File: src/rtl/trs_pkg.sv
// Shared widths, register indexes and lane types of the tick ratio scaler.
package trs_pkg;

    localparam int unsigned TICK_W    = 64;
    localparam int unsigned RATIO_W   = 32;
    localparam int unsigned PROD_W    = TICK_W + RATIO_W;
    localparam int unsigned CFG_IDX_W = 2;

    // Configuration register indexes.
    localparam logic [CFG_IDX_W-1:0] CFG_MULTIPLIER = 2'd0;
    localparam logic [CFG_IDX_W-1:0] CFG_DIVISOR    = 2'd1;

    // One slot of the divider chain: partial remainder plus a word that
    // holds the unused dividend bits at the top and quotient bits below.
    typedef struct packed {
        logic               valid;
        logic [RATIO_W-1:0] rem;
        logic [PROD_W-1:0]  dq;
    } t_div_lane;

    // One finished result item.
    typedef struct packed {
        logic [TICK_W-1:0] scaled_time;
        logic              overflow;
    } t_result;

endpackage

File: src/rtl/trs_div_cell.sv
// One restoring division cell: settles one quotient bit per item passing through.
module trs_div_cell (
    input  logic                          i_clk,
    input  logic                          i_rst_n,
    input  logic                          i_en,
    input  logic [trs_pkg::RATIO_W-1:0]   i_divisor,
    input  trs_pkg::t_div_lane            i_lane,
    output trs_pkg::t_div_lane            o_lane
);

    logic [trs_pkg::RATIO_W:0]   w_trial;
    logic [trs_pkg::RATIO_W:0]   w_diff;
    logic                        w_ge;
    logic [trs_pkg::RATIO_W-1:0] n_rem;
    logic [trs_pkg::PROD_W-1:0]  n_dq;
    logic                        r_valid;
    logic [trs_pkg::RATIO_W-1:0] r_rem;
    logic [trs_pkg::PROD_W-1:0]  r_dq;

    // Bring down the next dividend bit and try to subtract the divisor.
    assign w_trial = {i_lane.rem, i_lane.dq[trs_pkg::PROD_W-1]};
    assign w_diff  = w_trial - {1'b0, i_divisor};
    assign w_ge    = (w_trial >= {1'b0, i_divisor});
    assign n_rem   = w_ge ? w_diff[trs_pkg::RATIO_W-1:0] : w_trial[trs_pkg::RATIO_W-1:0];
    assign n_dq    = {i_lane.dq[trs_pkg::PROD_W-2:0], w_ge};

    always_ff @(posedge i_clk) begin
        if (!i_rst_n) begin
            r_valid <= 1'b0;
        end else if (i_en) begin
            r_valid <= i_lane.valid;
        end
    end

    always_ff @(posedge i_clk) begin
        if (i_en) begin
            r_rem <= n_rem;
            r_dq  <= n_dq;
        end
    end

    assign o_lane.valid = r_valid;
    assign o_lane.rem   = r_rem;
    assign o_lane.dq    = r_dq;

endmodule

File: config.mk
export PLATFORM = sky130hd
export DESIGN_NAME = trs_div_cell
export DESIGN_NICKNAME = d
export VERILOG_FILES = /design/src/rtl/trs_pkg.sv /design/src/rtl/trs_div_cell.sv
export SDC_FILE = /design/constraint.sdc
export NUM_CORES = 1
export LEC_CHECK = 0
export BUFFER_PORTS_ARGS = -buffer_cell sky130_fd_sc_hd__buf_2
export CAP_MARGIN = 25
export CORE_UTILIZATION = 36
export DETAILED_ROUTE_END_ITERATION = 16
export PLACE_DENSITY = 0.75
export SLEW_MARGIN = 20
export SYNTH_ARGS = -nofsm -noshare
export SYNTH_HDL_FRONTEND = slang
export SYNTH_SLANG_ARGS = --single-unit
File: constraint.sdc
create_clock -name i_clk -period 3.5 [get_ports i_clk]
set_input_delay 0.175 -clock i_clk [delete_from_list [all_inputs] [get_ports i_clk]]
set_output_delay 0.175 -clock i_clk [all_outputs]
set_load 0.1 [all_outputs]
==> metrics.cfg, run 1 <==
[timing]
fin_setup_tns_ns=0
rsz0062_at_grt=no
finalCriticalPeriod_ns=2.80
slew_headroom_pct=41.8
hold_violations=0
fmax_ghz=0.358
skew_ns=0
fin_crit_sh_pct=79.9
finalSetupViolCount=0
tightest_slew_ns=0.872
maxSlewViolCount=0
fin_ws_ns=0.704

[pwr]
p_per_area_nw_per_um2=609
leakagePower_nw=4.24
finalPower_mw=5.75
max-vdd-ir-drop_mv=0.379

[yosys]
synth_edf_count=128
synth-main-ff-cell=edfxtp_1
ys_ff_latch=129
ys_seq_area_share_pct=63.4
synth_cells=475
synth_cell_types=48
yosysTopAreaCell=edfxtp_1
syn_nets=672
yosysWarnings=0
async_reset_ff_share_pct=0
netlist.area_leader.share_pct=63.1
syn_area_um2=6090
ys_top_cells_by_area=edfxtp_1 (63%), ha_1 (6.6%), a21oi_1 (4.4%), inv_1 (2.3%), xnor2_1 (2.3%)
syn_avg_cell_area_um2=12.8

[layout]
final_util_pct=57.0
ff_latch_area_um2=3860
fill_cells=1346
drive_gt1_share_pct=38.9
multi_input_area_um2=1990
final_nets=1076
syn_to_final_growth_pct=55.0
layout.cells.non_filler=1113

[placed_design]
gp_congestion=0.902
post-place-ws_ns=0.278
post-place-cells=984
hpwl_mm=14.3
io_buffer_count=292

[routing]
avgViaCountPerCell=4.90
drt_iter0_markers=321
drt-wirelength-per-cell_um=18.6
remaining_drc_errors=0
routed_wl_mm=20.7
firstDrtPassIters=4
antenna_left=0
num_vias=5457

[global_route]
antenna_found_initial=1
grt_pass1_vias=5661
grt_pass1_wl_mm=31.3
grt_max_degree=99
groute.usage.overall_pct=24.0
grt-ovfl-total=0

[critical_path]
setup.worst_path.end_class=flip-flop
critical_path_class=in -> reg
crit_required_ns=3.66
cp-start-kind=primary input
arrival_ns=2.95
path_max_fanout=3

[worst_hold_path]
min_path_type=in -> reg

[job]
drv_cap=0

[clock_tree]
cts_tree=built
cts_root_buffer=clkbuf_16
cts-htree-levels=4
cts.clk_slew.worst_paths_ns=0.06
cts_buffers=17
clockBufferDepth=2
cts_resized=0
clkSinkCount=129
clk_latency_ns=0.40

[die]
die_h_um=132
rows=47
dieWidth_um=132
io_pins=293
initial_core_util_pct=36.8
core_area_um2=16600
dieArea_um2=17500

[outcome]
status=completed

## critical path, stage by stage
cell      delay [ns]
buf_2           0.09
inv_1           0.04
ha_1            0.21
fa_1            0.40
nand2b_1        0.18
a21oi_1         0.16
o21ai_0         0.14
o311a_1         0.38
a31oi_1         0.26
a21oi_1         0.18
o41ai_1         0.33
xor2_1          0.12
mux2_1          0.30
## cell families (layout without fill, tap and decap cells)
family                   count (synthesis)  in the layout  synth area share (%)
AO/OA/AOI/OAI                          118            118                  12.1
buffers and inverters                   56            473                  3.88
adder cells (fa/ha/maj)                 33             33                  6.90
flip-flops                             129            129                  63.4
XOR/XNOR                                27             27                  3.88
other                                    0              1                     0
AND/OR/NAND/NOR                         99             99                  7.53
multiplexers                            13             13                  2.34
## flip-flops by register name, summed over array words and instances, names as in the netlist
register	count
r_valid	1
r_dq	96
r_rem	32
## worst paths after layout
kind               start         to  slack (ns)  cells past startpoint
max           i_lane[95]  r_rem[30]        0.70                     13
max reg2reg      r_valid    r_valid        2.90                      2
min reg2reg      r_valid    r_valid        0.52                      2
min          i_lane[128]    r_valid        0.04                      3
## metal layers
layer / part of all wire, % / global-route usage (%) / wire [um] / up-vias
met2: 49 / 41.0 / 10100 / 245
met4: 5.8 / 14.3 / 1200 / 2
met3: 7.1 / 7.61 / 1470 / 65
met5: 0.063 / 0 / 13 / -
li1: - / - / - / 2575
met1: 38 / 26.3 / 7880 / 2570
## power breakdown
part	internal [mW]	switching [mW]	leakage, nW
Sequential	1.89	0.0435	1.26
Clock	1.19	0.672	0.295
Combinational	0.433	1.52	2.68
## synthesized netlist by cell type, types with 2 or more instances
cell	count
nor2b_1	3
o22ai_1	2
nor3_1	2
buf_4	4
nand2b_1	4
a21o_1	12
nor2_1	36
a21oi_1	54
clkbuf_1	5
nand2_1	27
nand3_1	8
nand4_1	7
a31oi_1	5
xnor2_1	16
xor2_1	11
o41ai_1	2
o211ai_1	4
buf_2	8
ha_1	32
o21a_1	6
a2bb2oi_1	2
a211oi_1	3
mux2_2	6
edfxtp_1	128
inv_1	38
o21bai_1	3
mux2i_1	3
o21ai_0	16
nor4_1	4
and4_1	2
mux2_1	4
a211o_1	2
## area by class of cell
cell class | count | share of cell area, %
flip-flops and latches | 129 | 40.9
repair buffers | 403 | 27.0
multi-input cells | 290 | 21.1
clock buffers | 19 | 4.58
well taps | 220 | 2.91
clock inverters | 13 | 1.95
inverters | 38 | 1.51
diodes | 1 | 0.0265
## metrics by stage
stage                     area (um^2)  hold WS (ns)
after floorplan                  6090         0.274
after global placement           7870         0.352
after detailed placement         7870         0.353
after CTS                        9450        0.0170
after global routing             9450        0.0498
final                            9450        0.0355
## what timing repair did
action                                  in CTS  in global routing
hold endpoints to repair                    96                  0
endpoints found under the setup margin       0                  0
hold buffers                                96                  0
buffers inserted                             0                  0
## layout by cell type (no fill, tap or decap), types with 3 or more instances in the layout
master	instances
nor2b_1	3
nand3_1	8
dlygate4sd3_1	96
o21a_1	6
mux2_1	4
a21o_1	12
edfxtp_1	128
buf_4	14
xor2_1	11
o211ai_1	4
mux2i_1	3
ha_1	32
inv_1	38
nand4_1	7
o21ai_0	16
nor2_1	36
bufinv_16	4
o21bai_1	3
clkbuf_16	17
xnor2_1	16
a211oi_1	3
nand2_1	27
mux2_2	6
a21oi_1	54
nor4_1	4
buf_2	291
nand2b_1	4
a31oi_1	5
No activity file was read; power rests on OpenSTA's default activity.
==> inputs of run 2 (changes only) <==
- PLACE_DENSITY: 0.75 -> 0.77
- clock period: 3.5 -> 2.3 ns (I/O delays scaled with it)
==> run 2 against run 1 <==
Power grew 56%; the flow now finishes with violations (negative setup slack); critical path depth did not move; critical path type unchanged; setup slack lost 0.84 ns; highest routed layer is now met4; sequential power increased by 52%; worst hold slack got worse by 0.025 ns; sequential share of layout area is 4.2 points lower; global-route usage is 0.57 points higher; register-to-register slack lost 1.8 ns; largest power group unchanged; final cell count up 6.7%.
==> metrics.cfg, run 2 (synthesized netlist as in run 1, its figures left out) <==
[layout]
antenna_cells=0
fill_cells=1256
largest_reg_flops=96
final_cell_mix=buf_2 (277), edfxtp_1 (128), dlygate4sd3_1 (99)
final_common_cell=buf_2
fin_area_um2=10500
final_util_pct=63.5
drive_gt1_share_pct=49.7
reg_top3=r_dq (96), r_rem (32), r_valid (1)
top_register=r_dq
final_nets=1152
syn_to_final_growth_pct=72.7

[global_route]
grtUsageMet3_pct=5.31
grt_pass1_vias=5768
grt_use_met1_pct=27.8
grt_busiest_layer=met2
antenna_found_initial=0
grt_use_met2_pct=44.3
grt_pass1_wl_mm=32.0
groute.usage.overall_pct=24.6
grt-ovfl-total=0
grt_max_degree=53

[critical_path]
r2r-start=r_valid
crit_required_ns=2.47
worstSetupStartpoint=i_divisor[5]
arrival_ns=2.60
setup.worst_path.end_class=flip-flop
critical_path_class=in -> reg
cp-start-kind=primary input
path_max_fanout=6

[placed_design]
post-place-ws_ns=-0.778
place_area_um2=8450
hpwl_mm=14.6
io_buffer_count=292
gp_congestion=0.873

[die]
initial_core_util_pct=36.8
io_pins=293
core_area_um2=16600
rows=47
die_h_um=132
dieWidth_um=132
dieArea_um2=17500

[timing]
fin_ws_ns=-0.132
maxSlewViolCount=0
finalSetupViolCount=28
hold_violations=0
fmax_ghz=0.411
fin_crit_sh_pct=106
skew_ns=0
finalCriticalPeriod_ns=2.43
rsz0062_at_grt=yes
slew_headroom_pct=64.1
tightest_slew_ns=0.539

[routing]
drt-wirelength-per-cell_um=18.6
firstDrtPassIters=5
drt_iter0_markers=340
remaining_drc_errors=0
antenna_left=0
num_vias=5751
routed_wl_mm=22.1
avgViaCountPerCell=4.84

[pwr]
max-vdd-ir-drop_mv=0.547
p_per_area_nw_per_um2=852
finalPower_mw=8.97
leakagePower_nw=4.72

[outcome]
status=finished, violations left
violations=negative setup slack

[clock_tree]
cts_tree=built
cts-htree-levels=4
clkSinkCount=129
cts.clk_slew.worst_paths_ns=0.06
cts_buffers=17
clockBufferDepth=2
cts_root_buffer=clkbuf_16
clk_latency_ns=0.42

[job]
drv_cap=0

[worst_hold_path]
min_from=i_lane[102]
min_path_type=in -> reg

-- run 2: worst paths after layout --
kind                            slack, ns        to  depth (start not counted)
worst max-delay path                -0.13  r_rem[4]                         13
worst min-delay path                 0.01  r_rem[7]                          2
worst max register to register       1.13   r_valid                          3
worst min register to register       1.09   r_valid                          3
-- run 2: report_power, final --
part           total [mW]  switching (mW)  internal, mW
clock network        2.69            1.14          1.55
registers            2.94          0.0700          2.87
logic                3.34            2.43         0.911
total                8.97            3.64          5.33
-- run 2: cell type report --
cell class	count	area, um^2	area share (%)
clock buffer	18	439	4.17
clock inverter	14	145	1.38
inverter	38	153	1.45
multi-input combinational	290	2320	22.0
sequential	129	3860	36.7
tap	220	275	2.62
timing repair buffer	479	3330	31.6
-- run 2: metrics by stage --
| stage | std cells | hold WS, ns | TNS (ns) |
|---|---|---|---|
| 5_1_grt | 1188 | 0.00418 | -5.06 |
| 6_report | 1188 | 0.0104 | -2.28 |
| 3_5_place_dp | 1044 | 0.293 | -16.53 |
| 2_1_floorplan | 475 | 0.214 | -12.63 |
| 3_3_place_gp | 1044 | 0.291 | -15.29 |
| 4_1_cts | 1181 | 0.00462 | -1.64 |
-- run 2: per-layer routing --
metal / vias up / routed length, um
met1: 2718 / 8400
met2: 266 / 11600
met4: 0 / 651
met3: 40 / 1480
met5: - / 0
li1: 2727 / -
-- run 2: timing repair --
action	in CTS	in global routing
gates resized for setup	42	47
hold buffers	99	0
endpoints found under the setup margin	27	32
hold endpoints to repair	98	0
pin swaps	3	8
buffers inserted	8	6
gates cloned	0	2
-- run 2: worst max-delay path, stage by stage --
cell and delay, ns:
buf_8 0.08, inv_4 0.03, ha_4 0.25, nand4_1 0.13, or4_4 0.58, a21oi_4 0.15, nor3_4 0.07, a211oi_2 0.28
o21ai_2 0.11, o31ai_4 0.18, buf_6 0.16, clkbuf_16 0.16, mux2_4 0.30
==> inputs of run 3 (changes only) <==
- PLACE_DENSITY: 0.77 -> 0.75
- clock period: 2.3 -> 3.01 ns (I/O delays scaled with it)
==> run 3 against run 2 <==
The flow now finishes without violations; utilization decreased by 5.9 points; first-iteration DRC count rose by 28%; final area shrank 9.2%; sequential share of layout area up 3.7 points; via count decreased by 2.3%; setup slack better by 0.29 ns; final cell count is 5.1% lower; clock skew stayed put; count of clock-buffer cells in the layout fell by 1; combinational power is 31% lower; wire length is 0.76% lower.
==> metrics.cfg, run 3 (synthesized netlist as in run 1, its figures left out) <==
[layout]
final_cell_mix=buf_2 (291), edfxtp_1 (128), dlygate4sd3_1 (96)
layout.cells.non_filler=1127
drive_gt1_share_pct=40.2
reg_top3=r_dq (96), r_rem (32), r_valid (1)
fill_cells=1358
antenna_cells=0
syn_to_final_growth_pct=56.7
final_common_cell=buf_2
final_nets=1091
fin_area_um2=9550
top_register=r_dq
largest_reg_flops=96
final_util_pct=57.6

[global_route]
grt-ovfl-total=0
antenna_found_initial=1
groute.usage.overall_pct=25.5
grt_max_degree=87
grt_pass1_vias=5673
grt_pass1_wl_mm=32.9

[clock_tree]
clk_latency_ns=0.41
cts-htree-levels=4
post-cts-setup-buffers=0
clkSinkCount=129
cts_root_buffer=clkbuf_16
cts_buffers=17
clockBufferDepth=2
cts.clk_slew.worst_paths_ns=0.07
cts_tree=built
postCtsHoldBufs=96
cts_resized=0

[die]
dieWidth_um=132
dieArea_um2=17500
core_area_um2=16600
rows=47
die_h_um=132
io_pins=293
initial_core_util_pct=36.8

[timing]
finalSetupViolCount=0
fin_crit_sh_pct=94.8
rsz0062_at_grt=no
fmax_ghz=0.351
slew_headroom_pct=44.4
hold_violations=0
tightest_slew_ns=0.834
skew_ns=0
maxSlewViolCount=0
fin_ws_ns=0.158
finalCriticalPeriod_ns=2.85

[pwr]
finalPower_mw=6.67
leakagePower_nw=4.31
p_sw_share_pct=40.5
power.switching_mw=2.70
intPower_mw=3.97
power.share.clock_pct=31.5
pwr-share-seq_pct=33.7
max-vdd-ir-drop_mv=0.521
p_per_area_nw_per_um2=698
combPwrFrac_pct=34.8

[critical_path]
critical_path_class=in -> reg
arrival_ns=3.02
cp-start-kind=primary input
setup.worst_path.end_class=flip-flop
path_max_fanout=4
crit_required_ns=3.18

[placed_design]
io_buffer_count=292
place_area_um2=7990
gp_congestion=0.883
post-place-cells=999
post-place-ws_ns=-0.243
hpwl_mm=14.7

[outcome]
status=completed

[routing]
avgViaCountPerCell=4.98
routed_wl_mm=21.9
remaining_drc_errors=0
antenna_left=0
drt_iter0_markers=434
num_vias=5616
drt-wirelength-per-cell_um=19.5
firstDrtPassIters=6

[job]
drv_cap=0

[worst_hold_path]
min_path_type=in -> reg

## run 3: layout make-up
class                      count  area (um^2)  area share [%]
timing repair buffer         418         2680            28.0
clock inverter                15          171            1.79
inverter                      38          143            1.49
sequential                   129         3860            40.5
multi-input combinational    290         1990            20.9
tap                          220          275            2.88
clock buffer                  17          425            4.45
## run 3: per-stage QoR
stage | setup TNS (ns) | hold slack [ns]
3_3_place_gp | -0.175 | 0.327
2_1_floorplan | 0 | 0.249
4_1_cts | 0 | 0.0224
6_report | 0 | 0.0353
5_1_grt | 0 | 0.0362
3_5_place_dp | -0.446 | 0.329
## run 3: power by group through the flow
stage	clock network, mW	logic, mW	registers [mW]
2_1_floorplan	0	0.423	3.55
3_3_place_gp	0	2.18	2.27
3_5_place_dp	0	2.19	2.27
4_1_cts	2.11	2.30	2.24
5_1_grt	2.20	2.41	2.26
6_report	2.10	2.32	2.25
## run 3: critical path, stage by stage
cell and delay (ns):
buf_2 0.09, inv_1 0.04, ha_1 0.24, fa_1 0.40
nand2b_1 0.18, a21oi_1 0.17, o21ai_0 0.24, o311a_1 0.38
a31oi_1 0.25, a21oi_1 0.14, o41ai_1 0.32, xor2_1 0.11
mux2_1 0.30
## run 3: worst paths after layout
path	startpoint	end	slack [ns]	cells after the start
max reg2reg	r_valid	r_valid	2.37	2
min reg2reg	r_valid	r_valid	0.56	2
min	i_lane[108]	r_rem[13]	0.04	2
max	i_lane[95]	r_rem[30]	0.16	13
## run 3: routing by layer
metal	wire length, um	GRT usage [%]
met1	8180	28.7
met2	11000	44.0
met3	1800	7.50
met4	934	12.7
met5	13	0
