$ cat src/rtl/trs_pkg.sv
// Shared widths, register indexes and lane types of the tick ratio scaler.
package trs_pkg;

    localparam int unsigned TICK_W    = 64;
    localparam int unsigned RATIO_W   = 32;
    localparam int unsigned PROD_W    = TICK_W + RATIO_W;
    localparam int unsigned CFG_IDX_W = 2;

    // Configuration register indexes.
    localparam logic [CFG_IDX_W-1:0] CFG_MULTIPLIER = 2'd0;
    localparam logic [CFG_IDX_W-1:0] CFG_DIVISOR    = 2'd1;

    // One slot of the divider chain: partial remainder plus a word that
    // holds the unused dividend bits at the top and quotient bits below.
    typedef struct packed {
        logic               valid;
        logic [RATIO_W-1:0] rem;
        logic [PROD_W-1:0]  dq;
    } t_div_lane;

    // One finished result item.
    typedef struct packed {
        logic [TICK_W-1:0] scaled_time;
        logic              overflow;
    } t_result;

endpackage

$ cat src/rtl/trs_out_queue.sv
// Two-entry output queue that decouples the divider chain from the receiver.
module trs_out_queue (
    input  logic               i_clk,
    input  logic               i_rst_n,
    input  logic               i_push,
    input  trs_pkg::t_result   i_data,
    input  logic               i_ready,
    output logic               o_valid,
    output trs_pkg::t_result   o_data,
    output logic               o_space
);

    trs_pkg::t_result r_mem [0:1];
    logic             r_wr;
    logic             r_rd;
    logic [1:0]       r_count;
    logic             w_pop;

    assign w_pop   = o_valid && i_ready;
    assign o_valid = (r_count != 2'd0);
    assign o_space = (r_count != 2'd2);
    assign o_data  = r_mem[r_rd];

    // Pointers and fill count.
    always_ff @(posedge i_clk) begin
        if (!i_rst_n) begin
            r_wr    <= 1'b0;
            r_rd    <= 1'b0;
            r_count <= 2'd0;
        end else begin
            if (i_push) begin
                r_wr <= ~r_wr;
            end
            if (w_pop) begin
                r_rd <= ~r_rd;
            end
            if (i_push && !w_pop) begin
                r_count <= r_count + 2'd1;
            end else if (!i_push && w_pop) begin
                r_count <= r_count - 2'd1;
            end
        end
    end

    // Storage.
    always_ff @(posedge i_clk) begin
        if (i_push) begin
            r_mem[r_wr] <= i_data;
        end
    end

endmodule
$ cat config.mk
export PLATFORM = sky130hd
export DESIGN_NAME = trs_out_queue
export DESIGN_NICKNAME = d
export VERILOG_FILES = /design/src/rtl/trs_pkg.sv /design/src/rtl/trs_out_queue.sv
export SDC_FILE = /design/constraint.sdc
export NUM_CORES = 1
export LEC_CHECK = 0
export BUFFER_PORTS_ARGS = -buffer_cell sky130_fd_sc_hd__buf_2
export CAP_MARGIN = 0
export CORE_AREA = 5 5 94 117
export DETAILED_ROUTE_END_ITERATION = 10
export DIE_AREA = 0 0 99 122
export GPL_TIMING_DRIVEN = 1
export PLACE_DENSITY = 0.82
export SYNTH_ARGS = -nofsm -noshare
export SYNTH_HDL_FRONTEND = slang
export SYNTH_SLANG_ARGS = --single-unit
$ cat constraint.sdc
create_clock -name i_clk -period 5.1 [get_ports i_clk]
set_input_delay 0.51 -clock i_clk [delete_from_list [all_inputs] [get_ports i_clk]]
set_output_delay 0.51 -clock i_clk [all_outputs]
set_load 0.05 [all_outputs]
==> results of run 1 <==
cell families (layout without fill, tap and decap cells):
logic type	after synthesis	after routing	share of synthesized area [%]
buf+inv	7	169	1.40
simple gates	9	9	1.14
flops	135	135	81.3
compound gates	4	4	0.508
xor+xnor	3	3	0.534
mux	65	65	14.9
fa+ha+maj	1	1	0.254
through the flow:
| step | hold slack [ps] | cells |
|---|---|---|
| 2_1_floorplan | 478 | 224 |
| 3_3_place_gp | 496 | 483 |
| 3_5_place_dp | 511 | 483 |
| 4_1_cts | 280 | 515 |
| 5_1_grt | 277 | 515 |
| 6_report | 298 | 515 |
metal layers:
| layer | up-vias | global-route usage, % | wire (um) |
|---|---|---|---|
| li1 | 1182 | - | - |
| met1 | 1193 | 15.1 | 2990 |
| met2 | 87 | 25.0 | 4460 |
| met3 | 11 | 6.01 | 649 |
| met4 | 2 | 5.89 | 104 |
| met5 | - | 0 | 9 |
worst max-delay path, stage by stage, from the launching register on:
cell and delay, ps:
dfxtp_4 890, mux2_1 410, buf_2 220
cell usage after synthesis (all sizes together):
| master | instances | area [um^2] |
|---|---|---|
| a21boi | 1 | 7.51 |
| and2 | 4 | 25.0 |
| buf | 7 | 68.8 |
| dfxtp | 5 | 100 |
| edfxtp | 130 | 3900 |
| ha | 1 | 12.5 |
| mux2 | 65 | 732 |
| nand2b | 1 | 6.26 |
| nor2b | 2 | 12.5 |
| o21a | 1 | 7.51 |
| o21ai | 2 | 10.0 |
| or2 | 1 | 6.26 |
| or3 | 1 | 6.26 |
| xnor2 | 2 | 17.5 |
| xor2 | 1 | 8.76 |
sequential cells by signal, summed over array words and instances, names as in the netlist, named ones only:
name / count
r_wr: 1
r_rd: 1
r_mem: 130
r_count: 2
where the power goes:
group	internal [mW]	switching, mW	total (mW)
logic	0.262	0.674	0.935
clock network	0.664	0.407	1.07
registers	1.30	0.103	1.40
path summary, 6_finish.rpt:
path / from / endpoint / slack, ps
hold reg to reg: r_count[1] / r_count[1] / 520
setup reg to reg: r_wr / r_mem[0][1] / 2990
setup / recovery: flip-flop / o_data[52] / 2620
hold / removal: i_data[21] / r_mem[0][21] / 300
layout make-up:
class	instances	area, um^2	share of cell area (%)
Clock inverter	13	109	1.74
Clock buffer	19	433	6.91
Timing Repair Buffer	137	691	11.0
Multi-Input combinational cell	82	861	13.7
Tap cell	129	161	2.58
Sequential cell	135	4010	64.0
==> summary.txt, run 1 <==
Run status
  – Result of the run: finished clean

Synthesis
  – Total number of yosys warnings: 0
  – Post-synthesis cell count: 224
  – Total of flip-flops plus latches after synthesis: 135
  – Synth Area per Inst: 22.0 um^2
  – Count of cell types in the netlist: 18
  – Sequential share of the synthesized area: 81.3%
  – Post-Syn Nets: 294
  – Netlist area before placement: 4920 um^2

Finish
  – Post-route core utilization: 63.3%
  – Most frequent cells in the layout: buf_2 (135), edfxtp_1 (130), mux2_1 (65)
  – Commonest non-fill, non-tap cell in the layout: buf_2
  – Filler instances: 731
  – Proportion of layout cells with a drive suffix above 1: 43.5%
  – Design area: 6260 um^2
  – Diodes inserted: 0
  – Layout Nets: 443
  – Syn-to-layout area delta: 27.2%

CTS
  – Total clock buffers created by CTS: 17
  – TritonCTS clock tree: done
  – Clock root buffer: clkbuf_16
  – CTS resizes: 0
  – Clock latency on the worst-skew pair: 400 ps
  – CTS Sinks: 135
  – Number of hold buffers added after CTS: 0
  – Post-CTS repair timing setup buffer count: 0
  – Buffer depth of the longest clock path: 2
  – Htree depth: 4
  – Register clock-pin slew on the reported worst setup and hold paths: 60 ps

Setup path
  – Required time at the endpoint of the critical path: 4590 ps
  – Worst Setup Start Kind: flip-flop
  – Class of the most critical setup path: reg2out
  – Maximum net fanout on the critical path: 65
  – Endpoint arrival time on the critical path: 1970 ps
  – Type of element capturing the critical path: output port
  – Count of cells along the worst register-to-register path: 2

Drt
  – Via-per-instance ratio: 4.81
  – Number of remaining DRC errors: 0
  – DRT antenna net count: 0
  – First-pass iteration count of the detailed router: 4
  – Via total after detailed routing: 2475
  – Initial DRC Count: 48
  – Routed len/inst: 15.9 um
  – Routed Wire Length: 8.21 mm

Pwr
  – Pleak: 2.36 nW
  – Total Power Consumption: 3.40 mW
  – IR drop worst, VDD: 407 uV
  – Pwr Density: 544 nW/um^2

Job
  – Number of maximum-capacitance violations: 0

GRT
  – Vias in the first global route: 2699
  – Wire length of the first global-routing pass: 12.8 mm
  – Number of antenna violations at the first check in global routing: 1
  – GR Util All Layers: 14.3%
  – Largest net degree at the start of global routing: 66
  – Final global-route overflow total: 0

STA
  – TNS Setup: 0 ps
  – Post-route worst setup slack: 2620 ps
  – Final-report setup violation count: 0
  – Max-slew violation count: 0
  – Final hold violation count: 0
  – Peak clock frequency supported by timing: 403 MHz
  – Slew at the pin with the worst max-slew slack: 1190 ps
  – Setup repair after global routing missed its margin: false
  – Max-slew headroom: 20.7%
  – Clk_skew: 6.23 ps
  – Min Tclk post-route: 2480 ps
  – Final critical-path share of the clock period: 48.7%

Place
  – Area after detailed placement: 5720 um^2
  – Detailed placement HPWL: 5.62 mm
  – Last weighted congestion value of the routability-driven placer: 0.717
  – Total of buffers placed on input and output ports: 135
  – Setup Slack @ Placement: 2600 ps

Die
  – Core region area: 9900 um^2
  – Y dimension of the die: 122 um
  – Boundary Pins: 136
  – Number of rows in the core area: 41
  – Effective utilization at floorplan: 49.7%
  – Horizontal extent of the die: 99 um
  – Die Area: 12100 um^2

Hold path
  – Type of the tightest min-delay check: in2reg
  – Cells on Worst Hold Path: 1
No activity file was read; power rests on OpenSTA's default activity.
==> run 2, diff against run 1 <==
--- a/config.mk
+++ b/config.mk
@@ -7,11 +7,11 @@
 export LEC_CHECK = 0
 export BUFFER_PORTS_ARGS = -buffer_cell sky130_fd_sc_hd__buf_2
 export CAP_MARGIN = 0
-export CORE_AREA = 5 5 94 117
+export CORE_AREA = 5 5 98 123
 export DETAILED_ROUTE_END_ITERATION = 10
-export DIE_AREA = 0 0 99 122
+export DIE_AREA = 0 0 103 128
 export GPL_TIMING_DRIVEN = 1
-export PLACE_DENSITY = 0.82
+export PLACE_DENSITY = 0.78
 export SYNTH_ARGS = -nofsm -noshare
 export SYNTH_HDL_FRONTEND = slang
 export SYNTH_SLANG_ARGS = --single-unit
==> constraint.sdc (replaced) <==
create_clock -name i_clk -period 2.2 [get_ports i_clk]
set_input_delay 0.22 -clock i_clk [delete_from_list [all_inputs] [get_ports i_clk]]
set_output_delay 0.22 -clock i_clk [all_outputs]
set_load 0.05 [all_outputs]
==> summary.txt, run 2 (same netlist as run 1, synthesis figures left out) <==
Setup path
  – Maximum net fanout on the critical path: 34
  – FF-to-FF setup slack: 760 ps
  – Worst Setup Start Kind: flip-flop
  – Count of cells along the worst register-to-register path: 4
  – Type of element capturing the critical path: output port
  – Class of the most critical setup path: reg2out
  – Endpoint arrival time on the critical path: 1740 ps
  – Reg-to-reg critical path endpoint: r_count[1]
  – Required time at the endpoint of the critical path: 1980 ps
  – Standard cell with the maximum stage delay on the critical path: mux2_1
  – Worst stage delay on the critical path: 400 ps
  – Cell breakdown of the critical path: buf_4 > mux2_1 > buf_2
  – R2R Path Start: r_count[0]
  – Endpoint of the worst setup timing path: o_data[64]

STA
  – Clk_skew: 9.23 ps
  – Final hold violation count: 0
  – Max-slew violation count: 0
  – Final-report setup violation count: 0
  – Final critical-path share of the clock period: 89.1%
  – Setup repair after global routing missed its margin: false
  – Max-slew headroom: 68.4%
  – TNS Setup: 0 ps
  – Slew at the pin with the worst max-slew slack: 474 ps
  – Peak clock frequency supported by timing: 510 MHz
  – Post-route worst setup slack: 240 ps
  – Min Tclk post-route: 1960 ps

Pwr
  – Combinational Power Share: 30.8%
  – Internal power: 5.21 mW
  – IR drop worst, VDD: 749 uV
  – Pwr Density: 1180 nW/um^2
  – Switch share: 34.7%
  – Clk pwr share: 30.9%
  – Pleak: 2.58 nW
  – Switching power: 2.77 mW
  – Total Power Consumption: 7.97 mW
  – Fraction of power consumed by sequential logic: 38.3%

Die
  – Y dimension of the die: 128 um
  – Boundary Pins: 136
  – Effective utilization at floorplan: 45.3%
  – Number of rows in the core area: 43
  – Horizontal extent of the die: 103 um
  – Core region area: 10900 um^2
  – Die Area: 13200 um^2

GRT
  – GR Util All Layers: 14.3%
  – Final global-route overflow total: 0
  – Number of antenna violations at the first check in global routing: 0
  – Vias in the first global route: 2894
  – Largest net degree at the start of global routing: 66
  – Wire length of the first global-routing pass: 14.0 mm

Hold path
  – Type of the tightest min-delay check: in2reg

CTS
  – Htree depth: 4
  – TritonCTS clock tree: done
  – Post-CTS repair timing setup buffer count: 0
  – CTS Sinks: 135
  – Clock latency on the worst-skew pair: 390 ps
  – Clock root buffer: clkbuf_16
  – Buffer depth of the longest clock path: 2
  – CTS resizes: 0
  – Register clock-pin slew on the reported worst setup and hold paths: 50 ps
  – Total clock buffers created by CTS: 17

Job
  – Number of maximum-capacitance violations: 0

Drt
  – Initial DRC Count: 76
  – Number of remaining DRC errors: 0
  – Routed Wire Length: 9.11 mm
  – Routed len/inst: 15.9 um
  – DRT antenna net count: 0
  – First-pass iteration count of the detailed router: 4
  – Via total after detailed routing: 2708
  – Via-per-instance ratio: 4.73

Place
  – Total of buffers placed on input and output ports: 135
  – Last weighted congestion value of the routability-driven placer: 0.678
  – Detailed placement HPWL: 5.73 mm
  – Setup Slack @ Placement: 642 ps
  – Area after detailed placement: 5760 um^2

Finish
  – Filler instances: 785
  – Proportion of layout cells with a drive suffix above 1: 38.7%
  – Post-route core utilization: 62.3%
  – Register bank with the most flops: r_mem
  – Number of flip-flops in the largest register: 130
  – Layout Nets: 495
  – Most frequent cells in the layout: buf_2 (135), edfxtp_1 (130), mux2_1 (65)
  – Commonest non-fill, non-tap cell in the layout: buf_2
  – Top flop regs: r_mem (130), r_count (2)
  – Diodes inserted: 0
  – Syn-to-layout area delta: 37.5%
  – Design area: 6770 um^2

Run status
  – Result of the run: finished clean
## run 2: timing repair
action	CTS	global route
hold endpoints to repair	70	23
hold buffers	37	12
endpoints found under the setup margin	0	0
## run 2: how the worst min path moves through the flow
stage          startpoint      endpoint  slack (ps)  depth (start not counted)
2_1_floorplan   i_data[0]   r_mem[0][0]         320                          0
3_5_place_dp   i_data[41]  r_mem[0][41]         410                          1
4_1_cts        i_data[13]  r_mem[0][13]         0.5                          1
3_3_place_gp   i_data[24]  r_mem[0][24]         410                          1
6_report       i_data[37]  r_mem[1][37]          30                          1
5_1_grt        i_data[16]  r_mem[0][16]         0.4                          1
## run 2: metal layers
| metal | up-vias | wire length [um] | global-route usage, % |
|---|---|---|---|
| li1 | 1287 | - | - |
| met1 | 1327 | 3520 | 15.6 |
| met2 | 90 | 4920 | 24.8 |
| met3 | 4 | 615 | 5.55 |
| met4 | 0 | 51 | 5.34 |
| met5 | - | 0 | 0 |
## run 2: layout make-up
class	instances	area [um^2]	area share [%]
Timing Repair Buffer	189	1220	18.0
Clock buffer	20	437	6.45
Clock inverter	11	85.1	1.26
Tap cell	135	169	2.49
Multi-Input combinational cell	82	861	12.7
Sequential cell	135	4010	59.1
## run 2: power by group through the flow
| stage | combinational (mW) | clock [mW] | sequential (mW) |
|---|---|---|---|
| finish | 2.46 | 2.46 | 3.05 |
| global route | 2.58 | 2.67 | 3.07 |
| CTS | 2.47 | 2.54 | 3.05 |
| detailed placement | 2.41 | 0 | 3.11 |
| global placement | 2.39 | 0 | 3.09 |
| floorplan | 1.97 | 0 | 3.09 |
## run 2: critical path: cells and delay by family (launching register included)
kind | cells | cell delay, ps
flip-flops | 1 | 320
buffers and inverters | 2 | 610
multiplexers | 1 | 400
## run 2: per-stage QoR
stage	hold slack (ps)	cells
6_report	25.5	572
5_1_grt	0.385	572
4_1_cts	0.457	560
3_5_place_dp	411	492
3_3_place_gp	409	492
2_1_floorplan	319	224
==> run 3, diff against run 2 <==
--- a/config.mk
+++ b/config.mk
@@ -7,11 +7,12 @@
 export LEC_CHECK = 0
 export BUFFER_PORTS_ARGS = -buffer_cell sky130_fd_sc_hd__buf_2
 export CAP_MARGIN = 0
-export CORE_AREA = 5 5 98 123
+export CORE_AREA = 5 5 96 121
+export CTS_BUF_LIST = sky130_fd_sc_hd__clkbuf_8
 export DETAILED_ROUTE_END_ITERATION = 10
-export DIE_AREA = 0 0 103 128
+export DIE_AREA = 0 0 101 126
 export GPL_TIMING_DRIVEN = 1
-export PLACE_DENSITY = 0.78
+export PLACE_DENSITY = 0.81
 export SYNTH_ARGS = -nofsm -noshare
 export SYNTH_HDL_FRONTEND = slang
 export SYNTH_SLANG_ARGS = --single-unit
==> summary.txt, run 3 (same netlist as run 1, synthesis figures left out) <==
Place
  – Total of buffers placed on input and output ports: 135
  – Detailed placement HPWL: 5.64 mm
  – Last weighted congestion value of the routability-driven placer: 0.670

Finish
  – Number of flip-flops in the largest register: 130
  – Syn-to-layout area delta: 37.1%
  – Register bank with the most flops: r_mem
  – Sequential standard cell area: 4010 um^2
  – Combined area of the multi-input logic cells: 861 um^2
  – Most frequent cells in the layout: buf_2 (135), edfxtp_1 (130), mux2_1 (65), dlygate4sd3_1 (65), clkbuf_8 (17)
  – Post-route core utilization: 65.2%
  – Proportion of layout cells with a drive suffix above 1: 37.6%
  – Top flop regs: r_mem (130), r_count (2)
  – Filler instances: 749
  – Commonest non-fill, non-tap cell in the layout: buf_2
  – Layout Nets: 512
  – Diodes inserted: 0

Hold path
  – Type of the tightest min-delay check: in2reg
  – Worst hold path startpoint: i_rst_n

STA
  – Max-slew headroom: 67.4%
  – Peak clock frequency supported by timing: 500 MHz
  – Final-report setup violation count: 0
  – Final critical-path share of the clock period: 90.9%
  – TNS Setup: 0 ps
  – Max-slew violation count: 0
  – Final hold violation count: 0
  – Slew at the pin with the worst max-slew slack: 488 ps
  – Clk_skew: 9.29 ps
  – Min Tclk post-route: 2000 ps
  – Setup repair after global routing missed its margin: false

CTS
  – TritonCTS clock tree: done
  – Register clock-pin slew on the reported worst setup and hold paths: 70 ps
  – Buffer depth of the longest clock path: 2
  – Clock root buffer: clkbuf_8
  – CTS Sinks: 135
  – Clock latency on the worst-skew pair: 410 ps
  – Total clock buffers created by CTS: 17
  – Htree depth: 4

Drt
  – DRT antenna net count: 0
  – Via total after detailed routing: 2782
  – Initial DRC Count: 128
  – Via-per-instance ratio: 4.74
  – First-pass iteration count of the detailed router: 4
  – Number of remaining DRC errors: 0
  – Routed len/inst: 16.0 um
  – Routed Wire Length: 9.40 mm

Setup path
  – Reg-to-reg critical path endpoint: r_count[1]
  – Cell breakdown of the critical path: buf_4 > mux2_1 > buf_2
  – Endpoint arrival time on the critical path: 1780 ps
  – Standard cell with the maximum stage delay on the critical path: buf_4
  – Required time at the endpoint of the critical path: 1980 ps
  – Count of cells along the worst register-to-register path: 4
  – Endpoint of the worst setup timing path: o_data[32]
  – Class of the most critical setup path: reg2out
  – Worst Setup Start Kind: flip-flop
  – Maximum net fanout on the critical path: 36
  – Worst stage delay on the critical path: 410 ps
  – Type of element capturing the critical path: output port
  – R2R Path Start: r_count[0]
  – FF-to-FF setup slack: 760 ps

Die
  – Die Area: 12700 um^2
  – Horizontal extent of the die: 101 um
  – Boundary Pins: 136
  – Core region area: 10400 um^2
  – Y dimension of the die: 126 um
  – Effective utilization at floorplan: 47.6%
  – Number of rows in the core area: 42

GRT
  – Largest net degree at the start of global routing: 37
  – Wire length of the first global-routing pass: 14.8 mm
  – Vias in the first global route: 3122
  – Number of antenna violations at the first check in global routing: 0
  – GR Util All Layers: 15.4%
  – Final global-route overflow total: 0

Pwr
  – Pleak: 2.58 nW
  – Pwr Density: 1080 nW/um^2
  – IR drop worst, VDD: 760 uV

Job
  – Number of maximum-capacitance violations: 0

Run status
  – Result of the run: finished clean
-- run 3: changes by cell type in the layout (fill, tap and decap cells not counted), sizes merged --
| cell | previous run | this run |
|---|---|---|
| dlygate4sd3 | 49 | 65 |
| clkinv | 7 | 8 |
| inv | 0 | 4 |
| clkbuf | 20 | 17 |
| clkinvlp | 3 | 2 |
| buf | 140 | 141 |
-- run 3: cell type report --
class                      instances  share of cell area (%)
multi-input combinational         82                    12.8
clock buffer                      17                    3.47
timing repair buffer             206                    20.3
tap                              132                    2.45
clock inverter                    15                    1.69
sequential                       135                    59.3
-- run 3: repair_timing --
action                                 4_1_cts  5_1_grt
hold buffers                                65        0
setup buffers                                0        0
resized for setup                            0        0
endpoints found under the hold margin      130        0
-- run 3: power by group --
group	total, mW	internal, mW	switching [mW]	leakage [nW]
logic	2.49	0.701	1.79	1.14
clock network	1.75	0.875	0.877	0.181
registers	3.05	2.99	0.0575	1.26
total	7.30	4.57	2.73	2.58
-- run 3: layer usage --
layer  wire length (um)  part of all wire [%]  up-vias  GRT usage [%]
li1                   -                     -     1320              -
met1               3360                    36     1356           15.8
met2               5330                    57       92           28.6
met3                518                   5.5       14           4.54
met4                193                   2.1        0           6.57
met5                  0                     0        -              0
-- run 3: critical path: cells and delay by family (launching register included) --
family | cells | cell delay (ps)
buffers and inverters | 2 | 630
DFF | 1 | 320
muxes | 1 | 390
-- run 3: how the worst min path moves through the flow --
stage,endpoint,slack (ps),cells after the start
global route,r_count[0],50,2
global placement,r_mem[0][48],410,1
detailed placement,r_mem[1][49],410,1
CTS,r_rd,40,2
floorplan,r_mem[0][0],320,0
finish,r_count[0],70,2
-- run 3: per-stage QoR --
| stage | hold WS [ps] | setup slack (ps) | power (mW) | cells | area (um^2) |
|---|---|---|---|---|---|
| after floorplan | 319 | 474 | 5.06 | 224 | 4930 |
| after global placement | 407 | 646 | 5.48 | 490 | 5750 |
| after detailed placement | 411 | 633 | 5.52 | 490 | 5750 |
| after CTS | 40.7 | 166 | 7.37 | 587 | 6750 |
| after global routing | 45.4 | 83.5 | 7.62 | 587 | 6750 |
| final | 72.3 | 199 | 7.30 | 587 | 6750 |
